## config.mk

```make
export PLATFORM = sky130hd
export DESIGN_NAME = threshold_run_length_labeler_core
export DESIGN_NICKNAME = d
export VERILOG_FILES = /design/src/design/trl_pkg.sv /design/src/design/trl_run_counter.sv /design/src/design/trl_result_queue.sv /design/src/design/threshold_run_length_labeler_core.sv
export SDC_FILE = /design/constraint.sdc
export NUM_CORES = 1
export LEC_CHECK = 0
export ABC_AREA = 1
export BUFFER_PORTS_ARGS = -buffer_cell sky130_fd_sc_hd__buf_2
export CAP_MARGIN = 20
export CORE_MARGIN = 1.5
export CORE_UTILIZATION = 60
export CTS_BUF_LIST = sky130_fd_sc_hd__clkbuf_8 sky130_fd_sc_hd__clkbuf_16
export DETAILED_ROUTE_END_ITERATION = 8
export GPL_ROUTABILITY_DRIVEN = 0
export PLACE_DENSITY = 0.88
export SLEW_MARGIN = 20
export SYNTH_ARGS = -nofsm -noshare
export SYNTH_HDL_FRONTEND = slang
export SYNTH_HIERARCHICAL = 1
export SYNTH_SLANG_ARGS = --single-unit
```

## constraint.sdc

```tcl
create_clock -name clk -period 5.2 [get_ports clk]
set_input_delay 0.26 -clock clk [delete_from_list [all_inputs] [get_ports clk]]
set_output_delay 0.26 -clock clk [all_outputs]
set_load 0.005 [all_outputs]
```

## src/design/trl_pkg.sv

```systemverilog
// ----------------------------------------------------------------------------
// trl_pkg
// Shared types, sizes and helper functions for the run-length labeler.
// ----------------------------------------------------------------------------
package trl_pkg;

    localparam int MAX_LINE   = 4096;
    localparam int PIXEL_BITS = 16;

    localparam int PIXEL_W  = 16;
    localparam int LABEL_W  = 16;
    localparam int REPEAT_W = 13;
    localparam int CFG_W    = 16;
    localparam int COUNT_W  = $clog2(MAX_LINE + 1);
    localparam int CMP_W    = (COUNT_W > LABEL_W) ? COUNT_W : LABEL_W;

    localparam logic [PIXEL_W-1:0] PIXEL_MASK =
        PIXEL_W'((64'd1 << PIXEL_BITS) - 64'd1);

    localparam logic [COUNT_W-1:0] COUNT_LIMIT = COUNT_W'(MAX_LINE);

    localparam int QUEUE_DEPTH = 4;
    localparam int QPTR_W      = $clog2(QUEUE_DEPTH);
    localparam int QCNT_W      = $clog2(QUEUE_DEPTH + 1);

    localparam logic CFG_THRESHOLD = 1'b0;
    localparam logic CFG_LABEL_MAX = 1'b1;

    typedef struct packed {
        logic [PIXEL_W-1:0] pixel;
        logic               line_end;
    } trl_in_t;

    typedef struct packed {
        logic [LABEL_W-1:0]  label;
        logic [REPEAT_W-1:0] repeat_res;
        logic                line_done;
        logic                last;
    } trl_out_t;

    typedef struct packed {
        logic [1:0] count;
        trl_out_t   first;
        trl_out_t   second;
    } trl_push_t;

    function automatic logic [LABEL_W-1:0] clip_label(
        input logic [COUNT_W-1:0] n,
        input logic [LABEL_W-1:0] lmax
    );
        logic [CMP_W-1:0] n_ext;
        logic [CMP_W-1:0] m_ext;
        n_ext = CMP_W'(n);
        m_ext = CMP_W'(lmax);
        return (n_ext < m_ext) ? LABEL_W'(n) : lmax;
    endfunction

endpackage

```

## src/design/trl_run_counter.sv

```systemverilog
// ----------------------------------------------------------------------------
// trl_run_counter
// Input register, threshold compare and run counter producing up to two
// results per pixel.
// ----------------------------------------------------------------------------
module trl_run_counter (
    input  logic                         clk,
    input  logic                         rst_n,
    input  logic                         pix_valid,
    output logic                         pix_stall,
    input  trl_pkg::trl_in_t             pix_data,
    input  logic [trl_pkg::CFG_W-1:0]    threshold,
    input  logic [trl_pkg::LABEL_W-1:0]  label_max,
    input  logic                         room,
    output trl_pkg::trl_push_t           push
);
    import trl_pkg::*;

    logic                 s1_valid_reg;
    logic                 s1_valid_next;
    trl_in_t              s1_data_reg;
    logic [COUNT_W-1:0]   run_count_reg;
    logic [COUNT_W-1:0]   run_count_next;
    logic [COUNT_W-1:0]   count_inc;
    logic [PIXEL_W-1:0]   pix_masked;
    logic                 is_run;
    logic                 fire;
    logic                 accept;

    assign fire      = s1_valid_reg && room;
    assign pix_stall = s1_valid_reg && !room;
    assign accept    = pix_valid && !pix_stall;

    always_comb
    begin
        if (accept)
        begin
            s1_valid_next = 1'b1;
        end
        else if (fire)
        begin
            s1_valid_next = 1'b0;
        end
        else
        begin
            s1_valid_next = s1_valid_reg;
        end
    end

    always_ff @(posedge clk or negedge rst_n)
    begin
        if (!rst_n)
        begin
            s1_valid_reg <= 1'b0;
        end
        else
        begin
            s1_valid_reg <= s1_valid_next;
        end
    end

    always_ff @(posedge clk)
    begin
        if (accept)
        begin
            s1_data_reg <= pix_data;
        end
    end

    assign pix_masked = s1_data_reg.pixel & PIXEL_MASK;
    assign is_run     = (pix_masked >= threshold);
    assign count_inc  = COUNT_W'(run_count_reg + 1'b1);

    always_comb
    begin
        push           = '0;
        run_count_next = run_count_reg;
        if (fire)
        begin
            if (is_run)
            begin
                if (s1_data_reg.line_end || (count_inc >= COUNT_LIMIT))
                begin
                    push.count            = 2'd1;
                    push.first.label      = clip_label(count_inc, label_max);
                    push.first.repeat_res = REPEAT_W'(count_inc);
                    push.first.line_done  = s1_data_reg.line_end;
                    push.first.last       = 1'b1;
                    run_count_next        = '0;
                end
                else
                begin
                    run_count_next = count_inc;
                end
            end
            else if (run_count_reg != '0)
            begin
                push.count             = 2'd2;
                push.first.label       = clip_label(run_count_reg, label_max);
                push.first.repeat_res  = REPEAT_W'(run_count_reg);
                push.first.line_done   = 1'b0;
                push.first.last        = 1'b0;
                push.second.label      = '0;
                push.second.repeat_res = REPEAT_W'(1);
                push.second.line_done  = s1_data_reg.line_end;
                push.second.last       = 1'b1;
                run_count_next         = '0;
            end
            else
            begin
                push.count            = 2'd1;
                push.first.label      = '0;
                push.first.repeat_res = REPEAT_W'(1);
                push.first.line_done  = s1_data_reg.line_end;
                push.first.last       = 1'b1;
            end
        end
    end

    always_ff @(posedge clk or negedge rst_n)
    begin
        if (!rst_n)
        begin
            run_count_reg <= '0;
        end
        else
        begin
            run_count_reg <= run_count_next;
        end
    end

    // A run in progress is always shorter than the longest line.
    a_count_bound: assert property (@(posedge clk) disable iff (!rst_n)
        run_count_reg < COUNT_LIMIT)
        else $error("run counter reached the line limit");

    // Only one background pixel after a run produces two results.
    a_pair_order: assert property (@(posedge clk) disable iff (!rst_n)
        push.count == 2'd2 |-> !push.first.last && push.second.last)
        else $error("two-result push has wrong last flags");

    // Results are produced only for a held pixel that had queue room.
    a_push_fire: assert property (@(posedge clk) disable iff (!rst_n)
        push.count != 2'd0 |-> s1_valid_reg && room)
        else $error("results pushed without a held pixel");

endmodule

```

## src/design/trl_result_queue.sv

```systemverilog
// ----------------------------------------------------------------------------
// trl_result_queue
// Small result queue that takes up to two results per cycle and sends one.
// ----------------------------------------------------------------------------
module trl_result_queue (
    input  logic                 clk,
    input  logic                 rst_n,
    input  trl_pkg::trl_push_t   push,
    output logic                 room,
    output logic                 res_valid,
    input  logic                 res_stall,
    output trl_pkg::trl_out_t    res_data
);
    import trl_pkg::*;

    trl_out_t              entry_reg [QUEUE_DEPTH];
    logic [QPTR_W-1:0]     wr_ptr_reg;
    logic [QPTR_W-1:0]     wr_ptr_next;
    logic [QPTR_W-1:0]     rd_ptr_reg;
    logic [QPTR_W-1:0]     rd_ptr_next;
    logic [QCNT_W-1:0]     count_reg;
    logic [QCNT_W-1:0]     count_next;
    logic [QPTR_W-1:0]     wr_ptr_second;
    logic                  pop;

    assign room          = (count_reg <= QCNT_W'(QUEUE_DEPTH - 2));
    assign res_valid     = (count_reg != '0);
    assign res_data      = entry_reg[rd_ptr_reg];
    assign pop           = res_valid && !res_stall;
    assign wr_ptr_second = QPTR_W'(wr_ptr_reg + 1'b1);

    always_comb
    begin
        wr_ptr_next = QPTR_W'(wr_ptr_reg + push.count);
        rd_ptr_next = pop ? QPTR_W'(rd_ptr_reg + 1'b1) : rd_ptr_reg;
        count_next  = QCNT_W'(count_reg + QCNT_W'(push.count) - QCNT_W'(pop));
    end

    always_ff @(posedge clk or negedge rst_n)
    begin
        if (!rst_n)
        begin
            wr_ptr_reg <= '0;
            rd_ptr_reg <= '0;
            count_reg  <= '0;
        end
        else
        begin
            wr_ptr_reg <= wr_ptr_next;
            rd_ptr_reg <= rd_ptr_next;
            count_reg  <= count_next;
        end
    end

    always_ff @(posedge clk)
    begin
        if (push.count != 2'd0)
        begin
            entry_reg[wr_ptr_reg] <= push.first;
        end
        if (push.count == 2'd2)
        begin
            entry_reg[wr_ptr_second] <= push.second;
        end
    end

    // The queue never holds more results than it has entries.
    a_no_overflow: assert property (@(posedge clk) disable iff (!rst_n)
        count_reg <= QCNT_W'(QUEUE_DEPTH))
        else $error("result queue overflow");

    // The fill count tracks the pointer distance.
    a_ptr_track: assert property (@(posedge clk) disable iff (!rst_n)
        QPTR_W'(wr_ptr_reg - rd_ptr_reg) == QPTR_W'(count_reg))
        else $error("result queue pointers disagree with count");

endmodule

```

## src/design/threshold_run_length_labeler_core.sv

```systemverilog
// ----------------------------------------------------------------------------
// threshold_run_length_labeler_core
// Thresholds the pixels of an image line and emits run-length labels.
// ----------------------------------------------------------------------------
// A pixel request is taken in every cycle while the result side keeps up.
// Each pixel passes an input register, the threshold compare and run
// counter, and a four-entry result queue. Its results are written into the
// queue from the input register, and the queue offers its oldest entry. A
// pixel makes zero, one or two results and the queue sends one result per
// cycle while the output is not stalled, so a background pixel that closes a
// run sends two results; the queue's single output port sets the
// sustained rate. Registers are to be written only while no pixel is in
// flight.
// ----------------------------------------------------------------------------
module threshold_run_length_labeler_core (
    input  logic                       clk,
    input  logic                       rst_n,
    input  logic                       pix_valid,
    output logic                       pix_stall,
    input  trl_pkg::trl_in_t           pix_data,
    output logic                       res_valid,
    input  logic                       res_stall,
    output trl_pkg::trl_out_t          res_data,
    input  logic                       wr_en,
    input  logic                       wr_index,
    input  logic [trl_pkg::CFG_W-1:0]  wr_data
);
    import trl_pkg::*;

    logic [CFG_W-1:0]   threshold_reg;
    logic [LABEL_W-1:0] label_max_reg;
    trl_push_t          push;
    logic               room;

    always_ff @(posedge clk or negedge rst_n)
    begin
        if (!rst_n)
        begin
            threshold_reg <= CFG_W'(128);
            label_max_reg <= LABEL_W'(255);
        end
        else if (wr_en)
        begin
            unique case (wr_index)
                CFG_THRESHOLD: threshold_reg <= wr_data;
                CFG_LABEL_MAX: label_max_reg <= LABEL_W'(wr_data);
                default:       threshold_reg <= threshold_reg;
            endcase
        end
    end

    trl_run_counter u_run_counter (
        .clk       (clk),
        .rst_n     (rst_n),
        .pix_valid (pix_valid),
        .pix_stall (pix_stall),
        .pix_data  (pix_data),
        .threshold (threshold_reg),
        .label_max (label_max_reg),
        .room      (room),
        .push      (push)
    );

    trl_result_queue u_result_queue (
        .clk       (clk),
        .rst_n     (rst_n),
        .push      (push),
        .room      (room),
        .res_valid (res_valid),
        .res_stall (res_stall),
        .res_data  (res_data)
    );

endmodule

```

==> results.py <==
metrics = {
    "outcome": {
        "outcome": "finished clean",
    },
    "synth": {
        "synth_seq_area_share_pct": 46.43,
        "ys.warnings.count": 6,
        "synth_cell_type_count": 40,
        "synth_flop_cell": "edfxtp_1",
        "syn_inst": 1578,
        "async_reset_ff_share_pct": 27.32,
        "mappedNetlistArea_um2": 12000,
        "synth-edff-count": 141,
        "ys_seq_elements": 194,
        "postSynthAreaPerCell_um2": 7.604,
    },
    "timing": {
        "setup_violations": 0,
        "fin_skew_ns": 0.01065,
        "timing.hold.ws_ns": 0.02555,
        "fin_crit_sh_pct": 83.69,
        "hold_viol": 0,
        "slew_headroom_pct": 30.08,
        "fin_tns_setup_ns": 0,
        "worstMarginPinSlew_ns": 1.048,
        "rsz0062_at_grt": "false",
        "period_minus_slack_ns": 4.352,
        "slew_viol_final": 0,
        "fmax_mhz": 229.8,
    },
    "setup_path": {
        "crit_chain": "inv_1 > ha_1 > a21oi_1 > o21ai_0 > nor2_1 > nand3_2 > nand2_4 > a21oi_1 > inv_1 > nand2_1 > inv_2 > buf_4 > nand2_1 > nand2_1 > buf_4",
        "cp_max_fo": 95,
        "worstReg2RegStart": "threshold_reg[15]",
        "crit_path_start_kind": "register",
        "critPathMostFrequentCell": "nand2_1",
        "endpoint_kind": "register",
        "cp-startpoint": "threshold_reg[15]",
        "r2r_end": "u_result_queue/entry_reg[1][11]",
        "arrival_ns": 4.47,
        "critPathMaxStageDelay_ns": 0.71,
        "worstPathRequired_ns": 5.31,
        "worst_r2r_path_depth": 15,
        "rrSetupSlack_ns": 0.85,
        "critPathSlowestCell": "buf_4",
        "critical_path_class": "register to register",
    },
    "cells_and_area": {
        "final_area_um2": 13060,
        "final_cells": 1901,
        "area_delta_synth_final_pct": 8.853,
        "final_cell_mix": "690 x nand2_1, 166 x nand3_1, 141 x edfxtp_1",
        "drive_gt1_share_pct": 10.09,
        "nNetsFinal": 1709,
        "antenna_cells": 0,
        "final_common_cell": "nand2_1",
        "multi_input_area_um2": 5394,
        "largest_reg_flops": 124,
        "fill_cells": 1567,
        "regArea_um2": 5573,
    },
    "flow_run": {
        "cap_violations": 0,
    },
    "global_route": {
        "grt_max_degree": 96,
        "antenna_found_initial": 0,
        "grtUsageMet3_pct": 5.364,
        "grt_pass1_wl_mm": 48.87,
        "grt_remaining_overflow": 0,
        "met2_usage_pct": 53.21,
        "grt_busiest_layer": "met2",
        "grt.total_usage_pct": 30.39,
        "grt_util_met1_pct": 37.63,
        "grt_pass1_vias": 10110,
    },
    "clock_tree": {
        "ctsResizeCount": 0,
        "clock-sinks": 194,
        "cts_tree": "done",
        "cts_buffers": 17,
        "post_cts.repair.setup_buffers": 0,
        "clk-insertion-delay-late_ns": 0.44,
        "clock_path_buffers": 2,
        "hold_buffers": 18,
        "cts_max_level": 4,
        "cts_root_buf": "clkbuf_16",
        "clkTransAtPathRegs_ns": 0.08,
    },
    "routing": {
        "dr.pass1.iters": 6,
        "wl_mm": 30.33,
        "drtAntennaViolNets": 0,
        "drcViolationCount": 0,
        "routed_via_density": 5.607,
        "drt_iter0_markers": 1358,
        "num_vias": 10660,
        "routedWlPerCell_um": 15.95,
    },
    "power": {
        "p_total_w": 0.005633,
        "p_sw_w": 0.002238,
        "p_int_w": 0.003395,
        "pwr-share-clk_pct": 23.7,
        "power_frac_comb_pct": 36.6,
        "power_switching_share_pct": 39.73,
        "p_per_area_nw_per_um2": 431.3,
        "sequentialPowerShare_pct": 39.6,
        "p_leak_nw": 6.511,
        "worst_ir_drop_vdd_v": 0.0002518,
    },
    "min_path": {
        "holdPathStages": 3,
        "hold_class": "input port to register",
        "min_to": "u_run_counter/s1_valid_reg",
        "holdCritStartpoint": "pix_valid",
    },
    "die": {
        "die_y_um": 144.4,
        "die_width_um": 144.4,
        "io_pins": 72,
        "initial_core_util_pct": 61.45,
        "dieArea_um2": 20860,
        "core_um2": 19530,
        "fp-row-count": 51,
    },
    "place": {
        "dp_cells": 1851,
        "hpwl_mm": 19.58,
        "placed_area_um2": 12270,
        "portBuffers": 71,
    },
}
-- per-layer routing --
| metal | wire, µm | part of all wire, % |
|---|---|---|
| met4 | 858 | 2.8 |
| met5 | 0 | 0 |
| met2 | 14970 | 49 |
| met3 | 2825 | 9.3 |
| met1 | 11670 | 38 |
-- layout make-up --
type,instances,share of cell area (%)
clock buffer,21,3.851
sequential,194,42.67
inverter,124,3.611
multi-input combinational,1177,41.30
clock inverter,11,0.7855
tap,265,2.539
timing repair buffer,109,5.250
-- metrics by stage --
step | setup slack (ns) | utilization [%]
2_1_floorplan | 0.5295 | -
3_3_place_gp | 1.280 | 62.86
3_5_place_dp | 1.114 | 62.86
4_1_cts | 1.097 | 66.88
5_1_grt | 0.5822 | 66.89
6_report | 0.8479 | 66.89
-- power by group through the flow --
stage / clock [W] / sequential (W) / combinational, W
floorplan: 0 / 0.00218 / 0.00144
global placement: 0 / 0.00224 / 0.00193
detailed placement: 0 / 0.00226 / 0.00200
CTS: 0.00134 / 0.00223 / 0.00203
global route: 0.00140 / 0.00226 / 0.00232
finish: 0.00134 / 0.00223 / 0.00206
-- cells by family (layout without fill, tap and decap cells) --
kind of cell             count (synthesis)  in the layout  synth area share (%)
flip-flops                             194            194                 46.43
buffers and inverters                  237            265                 9.645
AND/OR/NAND/NOR                        990            990                 34.19
other                                    1             31               0.03125
adder cells (fa/ha/maj)                 47             47                 4.963
XOR/XNOR                                 4              4                0.2919
AO/OA/AOI/OAI                          105            105                 4.442
-- worst max-delay path: cells and delay by family, from the launching register on --
kind / cells / cell delay (ns)
buffers and inverters: 5 / 1.30
adders and majority gates: 1 / 0.30
AOI/OAI and AO/OA: 3 / 0.65
and+or+nand+nor: 6 / 1.39
DFF: 1 / 0.36
-- synth_stat cells (2+ instances only) --
library cell | count | area share [%]
nand2_1 | 690 | 22
nand3_1 | 166 | 6.9
edfxtp_1 | 141 | 35
inv_1 | 116 | 3.6
nor2_1 | 91 | 2.8
o21ai_0 | 76 | 3.2
ha_1 | 46 | 4.8
buf_2 | 45 | 1.9
dfrtp_1 | 44 | 9.2
buf_4 | 43 | 2.7
clkbuf_1 | 18 | 0.56
a21oi_1 | 17 | 0.71
nand4_1 | 13 | 0.68
dfstp_2 | 9 | 2.0
o21ai_1 | 9 | 0.38
nor2_2 | 8 | 0.42
inv_2 | 7 | 0.22
buf_6 | 6 | 0.56
nor3_1 | 6 | 0.25
xor2_1 | 4 | 0.29
nand2_4 | 2 | 0.19
nand3_2 | 2 | 0.17
nor3_4 | 2 | 0.27
-- worst max path at each step --
stage	slack, ns	to
final	0.85	u_result_queue/entry_reg[1][11]
after global routing	0.58	u_result_queue/entry_reg[2][10]
after CTS	1.10	u_result_queue/entry_reg[1][14]
after detailed placement	1.11	u_result_queue/entry_reg[1][23]
after global placement	1.28	u_result_queue/entry_reg[2][6]
after floorplan	0.53	u_result_queue/entry_reg[3][0]
Power figures use the tool's default switching activity.
